==> config.mk <==
export PLATFORM = sky130hd
export DESIGN_NAME = smac_ram
export DESIGN_NICKNAME = d
export VERILOG_FILES = /design/src/rtl/core/smac_ram.sv
export SDC_FILE = /design/constraint.sdc
export NUM_CORES = 1
export LEC_CHECK = 0
export BUFFER_PORTS_ARGS = -buffer_cell sky130_fd_sc_hd__buf_2
export CAP_MARGIN = 5
export CORE_UTILIZATION = 59
export DETAILED_ROUTE_END_ITERATION = 10
export HOLD_SLACK_MARGIN = 0.06
export PLACE_DENSITY = 0.77
export SYNTH_ARGS = -nofsm -noshare
export SYNTH_HDL_FRONTEND = slang
export SYNTH_SLANG_ARGS = --single-unit
==> constraint.sdc <==
create_clock -name clk -period 1.7 [get_ports clk]
set_input_delay 0.085 -clock clk [delete_from_list [all_inputs] [get_ports clk]]
set_output_delay 0.085 -clock clk [all_outputs]
set_load 0.02 [all_outputs]
==> src/rtl/core/smac_ram.sv <==
// Generic single-port synchronous RAM with registered read data.
module smac_ram #(
  parameter int unsigned WIDTH = 8,
  parameter int unsigned DEPTH = 16
) (
  input  logic                     clk,
  input  logic                     we,
  input  logic [$clog2(DEPTH)-1:0] addr,
  input  logic [WIDTH-1:0]         wdata,
  output logic [WIDTH-1:0]         rdata
);

  logic [WIDTH-1:0] mem [DEPTH];

  // Write port and registered read port share one address.
  always_ff @(posedge clk) begin
    if (we) begin
      mem[addr] <= wdata;
    end
    rdata <= mem[addr];
  end

endmodule

==> results.md <==
Clock network:
- The clock tree synthesis step divided the H-tree into 4 levels.
- Clock tree synthesis inserted a total of 17 buffers.
- After clock tree synthesis, the clock-pin slew on the worst setup and hold paths is 0.06 ns.
- Clock tree synthesis selected as its root buffer the cell sky130_fd_sc_hd__clkbuf_8.
- TritonCTS built the clock tree.
- The clock passes through at most 2 buffers.
- The later pin in the worst-skew pair is clocked with a latency of 0.52 ns.
- The clock sink count is 136.

Drt:
- The detail route stage leaves a number of antenna-violating nets equal to 0.
- The number of iterations in the first detailed-routing pass is 4.
- The final layout contains routed wiring with a total length of 9730 um.
- The detailed router placed 2440 vias in this run.
- After the first detailed-routing iteration, the DRC count stood at 242.
- The detailed-route vias per instance is 5.95.
- After detailed routing, the number of remaining DRC violations is 0.
- After detailed routing, the average wire length per cell comes to 23.7 um.

Worst setup path:
- The worst setup path is launched from a flop.
- STA puts the critical path data arrival time at 1.73 ns.
- The worst endpoint required time is 2.10 ns.
- The kind of capture point of the worst setup path is a flop.
- The maximum net fanout on the critical path is 1.
- The critical path class is flop to flop.

Die:
- The horizontal extent of the die is 94.7 um.
- After floorplanning, the core was divided into 33 placement rows.
- The I/O pin count is 22.
- For this configuration, the core starts out at a cell density of 61.4%.
- The die covers 8960 um^2.
- The area of the placeable core is 8260 um^2.
- The die extent in y is 94.7 um.

STA:
- Across the routed clock network, the largest skew measured is 0.0103 ns.
- The maximum clock rate is 0.752 GHz.
- Setup violations remaining at the end of the flow were counted as 0.
- The setup slack of the critical path after layout is 0.370 ns.
- The setup total negative slack is 0 ns.
- Setup repair after global routing left no endpoint under its margin.
- After layout, the worst path uses 78.2% of the clock period.
- The worst pin sits at a relative slew slack of 61.0%.
- Subtracting the final worst setup slack from the clock period gives 1.33 ns.
- At the pin with the least slew margin, the transition time is 0.584 ns.
- The total count of max-transition violations in the final report is 0.
- The number of hold-slack violations in the final timing report is 0.

Power:
- The leakage power is 2.10 nW.
- The power spent charging and discharging nets is 1.55 mW.
- Across the VDD grid, the largest voltage drop is 919 uV.
- The clock share of power is 47.3%.
- The share of total power dissipated in combinational logic is 5.0%.
- The switching portion of total power is 19.5%.
- Per report_power, the sequential group accounts for 47.7% of the total.
- The internal power is 6.37 mW.
- Dividing total power by cell area gives a power density of 1280 nW/um^2.

Hold path:
- In this run the worst hold path is classified as primary input to flop.

GRT:
- The number of antenna violations at the first check in global routing came to 0.
- Summed over all layers, the global routing overflow is 0.
- The number of global-route vias before repair was 2569.
- Entering global routing, the biggest net connects 40 pins.
- The first global-routing pass estimated 14800 um of wire.
- The global routing usage summed across all routing layers is 24.9%.

Synth:
- After synthesis, the mean cell area works out to 22.0 um^2.
- The prevailing post-synth register cell is sky130_fd_sc_hd__edfxtp_1.
- Sequential cells were found to cover 79.0% of the synthesized design area.
- After synthesis the netlist holds a flip-flop and latch count of 136.
- The post-synth design cell area is 5070 um^2.
- The number of synthesized flops with an enable pin is 128.
- Synthesis produced 230 cells.
- The count of unique library cells instantiated by Yosys is 18.
- The top-area cell type share of the netlist area is 75.9%.
- Counting every net in the synthesized netlist gives 244.
- For this run, asynchronously set or reset flops after synthesis account for 0%.
- Ranked by total cell area, the synthesized netlist is headed by sky130_fd_sc_hd__edfxtp_1, sky130_fd_sc_hd__mux4_2, sky130_fd_sc_hd__dfxtp_1.
- The cell type with the largest total area after synthesis is sky130_fd_sc_hd__edfxtp_1.
- Yosys printed 0 warnings.

Layout:
- The count of nets after finishing is 306.
- The fraction of final layout cells sized beyond drive strength 1 is 36.1%.
- Leaving out fill and tap cells, the most frequent cells in the layout are sky130_fd_sc_hd__edfxtp_1, sky130_fd_sc_hd__mux4_2, sky130_fd_sc_hd__buf_4, sky130_fd_sc_hd__buf_2.
- The number of antenna diodes in the final layout is 0.
- The commonest non-fill, non-tap cell in the layout is sky130_fd_sc_hd__edfxtp_1.
- At the end of the flow the core is filled with cells to 74.7%.
- After filler insertion, the fill cell instance count of the layout stands at 465.
- The area growth from synthesis to final layout is 21.7%.

Place:
- Once detailed placement completed, the half-perimeter wirelength came to 5900 um.
- The routability-driven placement congestion ratio is 0.761.
- The worst slack at placement is 0.184 ns.
- The number of buffers added on ports is 21.

Job:
- The tool flagged a number of max-cap violations equal to 0.

Run status:
- The run finished with clean final reports.
## worst paths after layout
kind,depth (start not counted),start,end,slack [ns]
hold / removal,4,addr[0],rdata[4],0.20
setup reg to reg,3,mem[3][2],rdata[2],0.37
setup / recovery,3,mem[3][2],rdata[2],0.37
hold reg to reg,3,mem[12][2],rdata[2],0.67
## worst max-delay path: stages (launching register included)
cell and delay [ns]:
sky130_fd_sc_hd__edfxtp_1 0.37, sky130_fd_sc_hd__mux4_2 0.47, sky130_fd_sc_hd__a22oi_1 0.29, sky130_fd_sc_hd__nand2_1 0.08
## layer usage
layer	share of wire [%]	global-route usage, %
met1	41	33.7
met2	51	38.5
met3	6.6	6.84
met4	1.7	11.2
met5	0	0
## kinds of logic after synthesis
| kind of cell | share of synthesized area [%] |
|---|---|
| muxes | 14.2 |
| DFF | 79.0 |
| and+or+nand+nor | 3.21 |
| buffers and inverters | 1.19 |
| AOI/OAI and AO/OA | 2.37 |
## registers in the layout, summed over array words and instances, names as in the netlist
signal,count
mem,128
rdata,8
## layout make-up
cell class / count / area, um^2 / share of cell area [%]
flip-flops and latches: 136 / 4000 / 64.9
multi-input cells: 83 / 1000 / 16.3
clock buffers: 20 / 445 / 7.22
repair buffers: 54 / 410 / 6.65
clock inverters: 12 / 173 / 2.80
well taps: 105 / 131 / 2.13
## what timing repair did
action | in CTS | in global routing
gates resized for setup | 0 | 0
hold buffers | 8 | 0
setup buffers | 0 | 0
endpoints found under the hold margin | 128 | 0
## per-stage QoR
stage / cells / power, mW / area (um^2) / hold WS, ns
3_3_place_gp: 370 / 4.21 / 5470 / 0.474
2_1_floorplan: 230 / 4.06 / 5070 / 0.184
4_1_cts: 410 / 7.97 / 6170 / 0.180
6_report: 410 / 7.92 / 6170 / 0.199
3_5_place_dp: 370 / 4.23 / 5470 / 0.485
5_1_grt: 410 / 8.14 / 6170 / 0.203
## Yosys cell counts (2+ instances only)
cell	count
sky130_fd_sc_hd__nor3_1	4
sky130_fd_sc_hd__clkbuf_1	2
sky130_fd_sc_hd__buf_6	2
sky130_fd_sc_hd__buf_2	2
sky130_fd_sc_hd__buf_1	4
sky130_fd_sc_hd__a22oi_1	16
sky130_fd_sc_hd__nand3b_1	2
sky130_fd_sc_hd__nand2_1	9
sky130_fd_sc_hd__dfxtp_1	8
sky130_fd_sc_hd__nand2b_1	2
sky130_fd_sc_hd__mux4_2	32
sky130_fd_sc_hd__nor2b_1	2
sky130_fd_sc_hd__edfxtp_1	128
sky130_fd_sc_hd__nor2_1	13
## power by group through the flow
stage | Sequential [mW] | Clock [mW] | Combinational (mW)
3_5_place_dp | 3.85 | 0 | 0.380
5_1_grt | 3.78 | 3.94 | 0.424
6_report | 3.78 | 3.75 | 0.395
2_1_floorplan | 3.86 | 0 | 0.193
4_1_cts | 3.78 | 3.80 | 0.399
3_3_place_gp | 3.84 | 0 | 0.371
Note: power is estimated with default switching activity, not from simulation.
